**src/pma_pkg.sv**
```systemverilog
// Shared constants, opcodes and controller/datapath interface types for the modular ALU.
package pma_pkg;

	localparam logic [29:0] MODULUS    = 30'd998244353;
	localparam logic [29:0] FERMAT_EXP = MODULUS - 30'd2;

	localparam logic [63:0] MU_FULL    = (64'd1 << 60) / 64'd998244353;
	localparam logic [30:0] BARRETT_MU = MU_FULL[30:0];

	localparam logic [30:0] TWO30_FULL = (31'd1 << 30) - {1'b0, MODULUS};
	localparam logic [29:0] TWO30_MOD  = TWO30_FULL[29:0];

	localparam logic [31:0] MOD_X1 = {2'b00, MODULUS};
	localparam logic [31:0] MOD_X2 = {1'b0, MODULUS, 1'b0};

	typedef enum logic [2:0] {
		OP_REDUCE = 3'd0,
		OP_ADD    = 3'd1,
		OP_SUB    = 3'd2,
		OP_MUL    = 3'd3,
		OP_DIV    = 3'd4,
		OP_NEG    = 3'd5,
		OP_POW    = 3'd6,
		OP_INV    = 3'd7
	} op_t;

	typedef enum logic [2:0] {
		SEL_A_B,
		SEL_ACC_BASE,
		SEL_BASE_BASE,
		SEL_RED_HI,
		SEL_RED_LO,
		SEL_A_ACC
	} mul_sel_t;

	typedef enum logic {
		DEST_ACC,
		DEST_BASE
	} dest_t;

	typedef struct packed {
		logic     load;
		logic     init_pow;
		logic     issue;
		mul_sel_t sel;
		dest_t    dest;
		logic     exp_shift;
		logic     finish;
	} cmd_t;

	typedef struct packed {
		logic busy;
		logic exp_zero;
		logic exp_lsb;
		logic pow_trivial;
		op_t  op;
	} sts_t;

endpackage

```
**src/pma_ctrl.sv**
```systemverilog
// Controller state machine that sequences the modular multiply pipeline for each word.
module pma_ctrl (
	input  logic          clk,
	input  logic          arst_n,
	input  logic          in_valid,
	output logic          in_stall,
	output logic          out_valid,
	input  logic          out_stall,
	input  pma_pkg::sts_t sts,
	output pma_pkg::cmd_t cmd
);

	typedef enum logic [3:0] {
		ST_IDLE,
		ST_DISPATCH,
		ST_RED_LO,
		ST_LOOP,
		ST_SQUARE,
		ST_WAIT,
		ST_FINISH
	} state_t;

	state_t state_q;
	state_t ret_q;
	state_t state_d;
	state_t ret_d;
	logic   out_valid_q;

	assign in_stall  = (state_q != ST_IDLE);
	assign out_valid = out_valid_q;

	always_comb begin
		cmd           = '0;
		cmd.sel       = pma_pkg::SEL_A_B;
		cmd.dest      = pma_pkg::DEST_ACC;
		state_d       = state_q;
		ret_d         = ret_q;
		case (state_q)
			ST_IDLE: begin
				if (in_valid) begin
					cmd.load = 1'b1;
					state_d  = ST_DISPATCH;
				end
			end
			ST_DISPATCH: begin
				case (sts.op)
					pma_pkg::OP_REDUCE: begin
						cmd.issue = 1'b1;
						cmd.sel   = pma_pkg::SEL_RED_HI;
						ret_d     = ST_RED_LO;
						state_d   = ST_WAIT;
					end
					pma_pkg::OP_MUL: begin
						cmd.issue = 1'b1;
						cmd.sel   = pma_pkg::SEL_A_B;
						ret_d     = ST_FINISH;
						state_d   = ST_WAIT;
					end
					pma_pkg::OP_DIV, pma_pkg::OP_INV: begin
						cmd.init_pow = 1'b1;
						state_d      = ST_LOOP;
					end
					pma_pkg::OP_POW: begin
						cmd.init_pow = 1'b1;
						state_d      = sts.pow_trivial ? ST_FINISH : ST_LOOP;
					end
					default: begin
						state_d = ST_FINISH;
					end
				endcase
			end
			ST_RED_LO: begin
				cmd.issue = 1'b1;
				cmd.sel   = pma_pkg::SEL_RED_LO;
				ret_d     = ST_FINISH;
				state_d   = ST_WAIT;
			end
			ST_LOOP: begin
				if (sts.exp_zero) begin
					if (sts.op == pma_pkg::OP_DIV) begin
						cmd.issue = 1'b1;
						cmd.sel   = pma_pkg::SEL_A_ACC;
						ret_d     = ST_FINISH;
						state_d   = ST_WAIT;
					end else begin
						state_d = ST_FINISH;
					end
				end else begin
					if (sts.exp_lsb) begin
						cmd.issue = 1'b1;
						cmd.sel   = pma_pkg::SEL_ACC_BASE;
					end
					state_d = ST_SQUARE;
				end
			end
			ST_SQUARE: begin
				cmd.issue     = 1'b1;
				cmd.sel       = pma_pkg::SEL_BASE_BASE;
				cmd.dest      = pma_pkg::DEST_BASE;
				cmd.exp_shift = 1'b1;
				ret_d         = ST_LOOP;
				state_d       = ST_WAIT;
			end
			ST_WAIT: begin
				if (!sts.busy) begin
					state_d = ret_q;
				end
			end
			ST_FINISH: begin
				if (!out_valid_q || !out_stall) begin
					cmd.finish = 1'b1;
					state_d    = ST_IDLE;
				end
			end
			default: begin
				state_d = ST_IDLE;
			end
		endcase
	end

	always_ff @(posedge clk or negedge arst_n) begin
		if (!arst_n) begin
			state_q     <= ST_IDLE;
			ret_q       <= ST_IDLE;
			out_valid_q <= 1'b0;
		end else begin
			state_q <= state_d;
			ret_q   <= ret_d;
			if (cmd.finish) begin
				out_valid_q <= 1'b1;
			end else if (!out_stall) begin
				out_valid_q <= 1'b0;
			end
		end
	end

endmodule

```
**src/pma_dp.sv**
```systemverilog
// Datapath with operand registers, exponent shifter and a three-stage Barrett multiply pipeline.
module pma_dp (
	input  logic          clk,
	input  logic          arst_n,
	input  pma_pkg::cmd_t cmd,
	output pma_pkg::sts_t sts,
	input  logic [2:0]    opcode,
	input  logic [29:0]   operand_a,
	input  logic [29:0]   operand_b,
	input  logic [63:0]   wide_operand,
	output logic [29:0]   residue,
	output logic          operands_equal
);

	pma_pkg::op_t     op_q;
	logic [29:0]      a_q;
	logic [29:0]      b_q;
	logic             neg_q;
	logic             ptriv_q;
	logic [63:0]      mag_q;
	logic [62:0]      exp_q;
	logic [29:0]      acc_q;
	logic [29:0]      base_q;
	logic [29:0]      res_q;
	logic             eq_q;

	logic             v_s1;
	logic             v_s2;
	logic             v_s3;
	pma_pkg::dest_t   dest_s1;
	pma_pkg::dest_t   dest_s2;
	pma_pkg::dest_t   dest_s3;
	logic [59:0]      x_s1;
	logic [29:0]      q_s2;
	logic [31:0]      xlo_s2;
	logic [31:0]      r_s3;

	logic [29:0]      fold_a;
	logic [29:0]      fold_b;
	logic [63:0]      mag_in;
	logic [29:0]      mul_a;
	logic [29:0]      mul_b;
	logic [29:0]      mul_c;
	logic [59:0]      prod;
	logic [61:0]      qprod;
	logic [59:0]      qp;
	logic [31:0]      r_m1;
	logic [31:0]      r_m2;
	logic [29:0]      wb;
	logic [30:0]      sum;
	logic [29:0]      red_res;
	logic [29:0]      res_d;

	assign fold_a = (operand_a >= pma_pkg::MODULUS) ? operand_a - pma_pkg::MODULUS : operand_a;
	assign fold_b = (operand_b >= pma_pkg::MODULUS) ? operand_b - pma_pkg::MODULUS : operand_b;
	assign mag_in = wide_operand[63] ? (64'd0 - wide_operand) : wide_operand;

	always_comb begin
		mul_a = a_q;
		mul_b = b_q;
		mul_c = '0;
		case (cmd.sel)
			pma_pkg::SEL_A_B: begin
				mul_a = a_q;
				mul_b = b_q;
			end
			pma_pkg::SEL_ACC_BASE: begin
				mul_a = acc_q;
				mul_b = base_q;
			end
			pma_pkg::SEL_BASE_BASE: begin
				mul_a = base_q;
				mul_b = base_q;
			end
			pma_pkg::SEL_RED_HI: begin
				mul_a = {26'd0, mag_q[63:60]};
				mul_b = pma_pkg::TWO30_MOD;
				mul_c = mag_q[59:30];
			end
			pma_pkg::SEL_RED_LO: begin
				mul_a = acc_q;
				mul_b = pma_pkg::TWO30_MOD;
				mul_c = mag_q[29:0];
			end
			pma_pkg::SEL_A_ACC: begin
				mul_a = a_q;
				mul_b = acc_q;
			end
			default: begin
				mul_a = a_q;
				mul_b = b_q;
			end
		endcase
	end

	assign prod  = {30'd0, mul_a} * {30'd0, mul_b};
	assign qprod = {31'd0, x_s1[59:29]} * {31'd0, pma_pkg::BARRETT_MU};
	assign qp    = {30'd0, q_s2} * {30'd0, pma_pkg::MODULUS};

	// The Barrett estimate falls short of the true quotient by at most two.
	assign r_m1 = r_s3 - pma_pkg::MOD_X1;
	assign r_m2 = r_s3 - pma_pkg::MOD_X2;
	assign wb   = (r_s3 >= pma_pkg::MOD_X2) ? r_m2[29:0] :
	              (r_s3 >= pma_pkg::MOD_X1) ? r_m1[29:0] : r_s3[29:0];

	always_ff @(posedge clk or negedge arst_n) begin
		if (!arst_n) begin
			v_s1 <= 1'b0;
			v_s2 <= 1'b0;
			v_s3 <= 1'b0;
		end else begin
			v_s1 <= cmd.issue;
			v_s2 <= v_s1;
			v_s3 <= v_s2;
		end
	end

	always_ff @(posedge clk) begin
		dest_s1 <= cmd.dest;
		x_s1    <= prod + {30'd0, mul_c};
		dest_s2 <= dest_s1;
		q_s2    <= qprod[60:31];
		xlo_s2  <= x_s1[31:0];
		dest_s3 <= dest_s2;
		r_s3    <= xlo_s2 - qp[31:0];
	end

	always_ff @(posedge clk) begin
		if (cmd.load) begin
			op_q    <= pma_pkg::op_t'(opcode);
			a_q     <= fold_a;
			b_q     <= fold_b;
			neg_q   <= wide_operand[63];
			ptriv_q <= wide_operand[63] || (wide_operand == 64'd0);
			mag_q   <= mag_in;
		end
		if (cmd.init_pow) begin
			acc_q  <= 30'd1;
			base_q <= (op_q == pma_pkg::OP_DIV) ? b_q : a_q;
			exp_q  <= (op_q == pma_pkg::OP_POW) ? mag_q[62:0] : {33'd0, pma_pkg::FERMAT_EXP};
		end else begin
			if (v_s3 && dest_s3 == pma_pkg::DEST_ACC) begin
				acc_q <= wb;
			end
			if (v_s3 && dest_s3 == pma_pkg::DEST_BASE) begin
				base_q <= wb;
			end
			if (cmd.exp_shift) begin
				exp_q <= exp_q >> 1;
			end
		end
		if (cmd.finish) begin
			res_q <= res_d;
			eq_q  <= (a_q == b_q);
		end
	end

	assign sum     = {1'b0, a_q} + {1'b0, b_q};
	assign red_res = (neg_q && acc_q != 30'd0) ? pma_pkg::MODULUS - acc_q : acc_q;

	always_comb begin
		case (op_q)
			pma_pkg::OP_REDUCE: res_d = red_res;
			pma_pkg::OP_ADD: begin
				res_d = (sum >= {1'b0, pma_pkg::MODULUS}) ?
				        30'(sum - {1'b0, pma_pkg::MODULUS}) : sum[29:0];
			end
			pma_pkg::OP_SUB: begin
				res_d = (a_q >= b_q) ? a_q - b_q : a_q + (pma_pkg::MODULUS - b_q);
			end
			pma_pkg::OP_NEG: res_d = (a_q != 30'd0) ? pma_pkg::MODULUS - a_q : 30'd0;
			default:         res_d = acc_q;
		endcase
	end

	assign sts.busy        = v_s1 | v_s2 | v_s3;
	assign sts.exp_zero    = (exp_q == 63'd0);
	assign sts.exp_lsb     = exp_q[0];
	assign sts.pow_trivial = ptriv_q;
	assign sts.op          = op_q;

	assign residue        = res_q;
	assign operands_equal = eq_q;

endmodule

```
**src/prime_modular_alu_core.sv**
```systemverilog
// Top level of the modular arithmetic unit over the prime 998244353.
//
// Channel  Direction  Handshake           Word
// in       sink       in_valid/in_stall   opcode, operand_a, operand_b, wide_operand
// out      source     out_valid/out_stall residue, operands_equal
//
// One word is worked on at a time. Inverse, div and pow take one round per exponent bit,
// each round waiting for the shared three-stage multiply pipeline.
// Reset clears the controller and the pipeline valid bits; no clearing pass is needed.
// A finished result waits in the output register while the next word is accepted.
module prime_modular_alu_core (
	input  logic        clk,
	input  logic        arst_n,
	input  logic        in_valid,
	output logic        in_stall,
	input  logic [2:0]  opcode,
	input  logic [29:0] operand_a,
	input  logic [29:0] operand_b,
	input  logic [63:0] wide_operand,
	output logic        out_valid,
	input  logic        out_stall,
	output logic [29:0] residue,
	output logic        operands_equal
);

	pma_pkg::cmd_t cmd;
	pma_pkg::sts_t sts;

	pma_ctrl u_ctrl (
		.clk       (clk),
		.arst_n    (arst_n),
		.in_valid  (in_valid),
		.in_stall  (in_stall),
		.out_valid (out_valid),
		.out_stall (out_stall),
		.sts       (sts),
		.cmd       (cmd)
	);

	pma_dp u_dp (
		.clk            (clk),
		.arst_n         (arst_n),
		.cmd            (cmd),
		.sts            (sts),
		.opcode         (opcode),
		.operand_a      (operand_a),
		.operand_b      (operand_b),
		.wide_operand   (wide_operand),
		.residue        (residue),
		.operands_equal (operands_equal)
	);

endmodule

```
**config.mk**
```make
export PLATFORM = sky130hd
export DESIGN_NAME = prime_modular_alu_core
export DESIGN_NICKNAME = d
export VERILOG_FILES = /design/src/pma_pkg.sv /design/src/pma_ctrl.sv /design/src/pma_dp.sv /design/src/prime_modular_alu_core.sv
export SDC_FILE = /design/constraint.sdc
export NUM_CORES = 2
export LEC_CHECK = 0
export BUFFER_PORTS_ARGS = -buffer_cell sky130_fd_sc_hd__buf_4
export CAP_MARGIN = 10
export CORE_MARGIN = 5
export CORE_UTILIZATION = 33
export CTS_BUF_LIST = sky130_fd_sc_hd__clkbuf_16
export CTS_CLUSTER_SIZE = 20
export DETAILED_ROUTE_END_ITERATION = 8
export MAX_ROUTING_LAYER = met4
export PLACE_DENSITY = 0.54
export SLEW_MARGIN = 20
export SYNTH_ARGS = -nofsm -noshare
export SYNTH_HDL_FRONTEND = slang
export SYNTH_SLANG_ARGS = --single-unit
export TNS_END_PERCENT = 5
```
**constraint.sdc**
```tcl
create_clock -name clk -period 14.1 [get_ports clk]
set_input_delay 0.705 -clock clk [delete_from_list [all_inputs] [get_ports clk]]
set_output_delay 0.705 -clock clk [all_outputs]
set_load 0.03 [all_outputs]
```
==> run_results.csv <==
group,metric,value,unit
finish,multi_input_area,54220,um2
drt,via_count,57880,
die,num_io_pins,164,
die,die_h,478.6,um
synthesis,synthTopCellsByArea,"fa_1 31%, ha_1 15%, edfxtp_1 10%",
cts,cts_buffers,52,
drt,drc_errors,0,
die,core-area,219100,um2
job,cap_viol_max_count,0,
synthesis,yosys_warnings,0,
synthesis,synth.largest_area_cell,"fa_1",
critical_path,cp_max_fo,28,
synthesis,seq_area_frac_synth,16.00,%
cts,clock_latency,700,ps
sta,finalHoldViolCount,0,
synthesis,synth_cell_type_count,101,
cts,post-cts-setup-buffer-count,0,
grt,grt_overflow_total,0,
synthesis,ys.flop_type,"edfxtp_1",
synthesis,async_flop_share,2.222,%
run_status,status,"complete, no violations",
die,start_util,33.08,%
sta,setup-violations-final,0,
synthesis,postSynthAreaPerCell,9.166,um2
die,die_w,478.6,um
placed_design,place_hpwl,225400,um
finish,drive_gt1_share,6.463,%
cts,clk_pin_slew,60,ps
synthesis,synth_top_area_share,30.75,%
sta,finalSetupTns,0,ps
grt,grtUsageTotal,24.08,%
die,dieArea,229100,um2
drt,wl_per_cell,24.91,um
critical_path,cp_slowest_cell,"nor4_1",
sta,rsz0062_at_grt,"false",
finish,syn2layout_area_growth,9.447,%
finish,seq_area,11590,um2
critical_path,end_kind,"flop",
sta,relSlewSlack,24.11,%
critical_path,cp_common_cell,"fa_1",
placed_design,gp_congestion,0.9961,
cts,cts_tree,"yes",
drt,drt-vias-per-instance,5.322,
sta,fin_crit_sh,86.39,%
worst_hold_path,hold_path_class,"in -> reg",
synthesis,syn-num-nets,10020,
critical_path,critPathRequiredTime,14640,ps
synthesis,synth_edf_count,253,
synthesis,syn_area,72460,um2
drt,postRouteAntennaNets,0,
die,num_rows,172,
critical_path,critPathKind,"reg -> reg",
synthesis,ys_ff_latch,450,
critical_path,cp_slowest_stage_delay,840,ps
cts,root_buffer,"clkbuf_16",
grt,grt_max_degree,88,
drt,firstDrtPassIters,5,
cts,ctsLongestPathBuffers,3,
sta,slew_viol_final,0,
critical_path,timing.critical_path.from_type,"flop",
grt,grt_pass1_wl,401500,um
sta,fin_skew,66.60,ps
cts,cts_sinks,450,
drt,wirelength,270900,um
grt,grt_pass1_vias,60300,
finish,layout.nets,10070,
placed_design,io_buffers,163,
sta,worst_pin_slew,1136,ps
cts,cts_max_level,2,
synthesis,postSynthCellCount,7906,
finish,n_fill_cell,22420,
sta,max_clock_freq,82.10,MHz
drt,first_iter_violations,4493,
sta,period_minus_slack,12180,ps
grt,antenna_found_initial,8,
critical_path,cp.arrival,12720,ps
==> metal layers <==
layer / share of wire (%) / up-vias / global-route usage, %
met3: 7.1 / 431 / 3.715
met5: 0 / - / -
met2: 47 / 2169 / 38.49
met4: 3.9 / 0 / 7.644
li1: - / 25720 / -
met1: 42 / 29560 / 31.50
==> logic make-up (layout without fill, tap and decap cells) <==
kind of cell             Yosys count  after routing  synth area share (%)
adder cells (fa/ha/maj)         1982           1982                 45.75
XOR/XNOR                         366            366                 4.434
flip-flops                       450            450                 16.00
AND/OR/NAND/NOR                 2110           2110                 13.12
AO/OA/AOI/OAI                   1162           1162                 10.97
multiplexers                      18             18                0.2590
buffers and inverters           1818           1912                 9.478
other                              0              4                     0
==> state kept, by name (all words and copies together) (netlist names), 3 cells and up <==
| register | cells |
|---|---|
| u_dp.q_s2 | 30 |
| u_dp.base_q | 30 |
| u_dp.a_q | 30 |
| u_dp.acc_q | 30 |
| u_dp.b_q | 30 |
| u_ctrl.state_q | 3 |
| u_dp.op_q | 3 |
| u_dp.xlo_s2 | 32 |
| u_dp.x_s1 | 60 |
| u_dp.r_s3 | 32 |
| u_ctrl.ret_q | 3 |
| u_dp.mag_q | 64 |
| u_dp.exp_q | 63 |
| u_dp.residue | 30 |
==> metrics by stage <==
| stage | cell area, um2 | worst slack, ps | utilization (%) | hold slack, ps | std cells |
|---|---|---|---|---|---|
| after global placement | 77430 | 2014 | 35.34 | 310.8 | 10770 |
| final | 79310 | 1919 | 36.20 | 221.3 | 10880 |
| after global routing | 79310 | 1309 | 36.20 | 189.4 | 10880 |
| after detailed placement | 77430 | 2143 | 35.35 | 312.1 | 10770 |
| after floorplan | 72460 | 4064 | - | 309.6 | 7906 |
| after CTS | 79270 | 2047 | 36.18 | 174.1 | 10870 |
==> critical path, delay by kind of cell (launching register included) <==
kind	cells	cell delay (ps)
adders and majority gates	9	4240
buffers and inverters	6	550
DFF	1	410
and+or+nand+nor	9	3240
AOI/OAI and AO/OA	10	3390
muxes	1	150
==> cell usage in the layout, fill, tap and decap left out, types with 22 or more instances in the layout <==
cell type	instances
and3_1	27
ha_1	868
nand4_1	52
o31ai_1	42
xnor2_1	273
o211ai_1	32
nor2b_1	31
nand2_1	717
a22o_1	61
buf_4	328
or4_1	26
o21ai_0	190
nor3_1	97
xor2_1	92
a211oi_1	46
o22a_1	32
dfxtp_1	187
clkbuf_16	56
nor4_1	74
o21a_1	29
nand2b_1	56
or3_1	47
fa_1	1113
or2_2	22
and2_1	58
nand3_1	78
edfxtp_1	253
a31oi_1	25
a22oi_1	72
a21oi_1	288
a21o_1	79
nor2_1	750
o21bai_1	33
inv_1	1496
==> cells in the mapped netlist, types with 14 or more instances <==
library cell,instances
xor2_1,92
a21o_1,79
inv_1,1484
o22a_1,32
or2_2,22
nor2_1,754
nor4_1,74
buf_2,14
nand3_1,78
edfxtp_1,253
ha_1,868
and3_1,28
or4_1,26
mux2i_1,15
a221oi_1,19
and2_1,61
dfxtp_1,187
clkbuf_1,292
nand4_1,52
a22o_1,61
o21bai_1,33
buf_1,24
xnor2_1,273
o211ai_1,32
o21a_1,29
a31oi_1,25
nand2b_1,56
fa_1,1113
nor3_1,102
a22oi_1,77
a211oi_1,47
a21oi_1,289
o31ai_1,43
or3_1,48
o21ai_0,205
nand2_1,719
nor3b_1,15
nor2b_1,32
==> worst paths after layout <==
check	from	end	slack, ps	cells past startpoint
max	u_dp.exp_q[22]	u_dp.x_s1[58]	1920	35
min	wide_operand[0]	u_dp.mag_q[0]	220	1
max reg2reg	u_dp.exp_q[22]	u_dp.x_s1[58]	1920	35
min reg2reg	u_dp.x_s1[2]	u_dp.xlo_s2[2]	300	0
max in group asynchronous	arst_n	u_dp.v_s2	13500	2
min in group asynchronous	arst_n	u_ctrl.ret_q[0]	390	2
==> area by class of cell <==
cell class                 count  area share, %
multi-input combinational   5638          68.37
sequential                   450          14.62
inverter                    1484          7.024
tap                         2871          4.529
timing repair buffer         330          3.152
clock buffer                  56          1.767
clock inverter                42         0.5348
antenna                        4        0.01262
==> what timing repair did <==
action,in CTS,in global routing
hold endpoints to repair,10,0
hold buffers,1,0
resized for setup,0,0
Power is left out: the tool's default activity adds up to more than one toggle a clock period on the data nets, which glitch-free logic cannot reach.
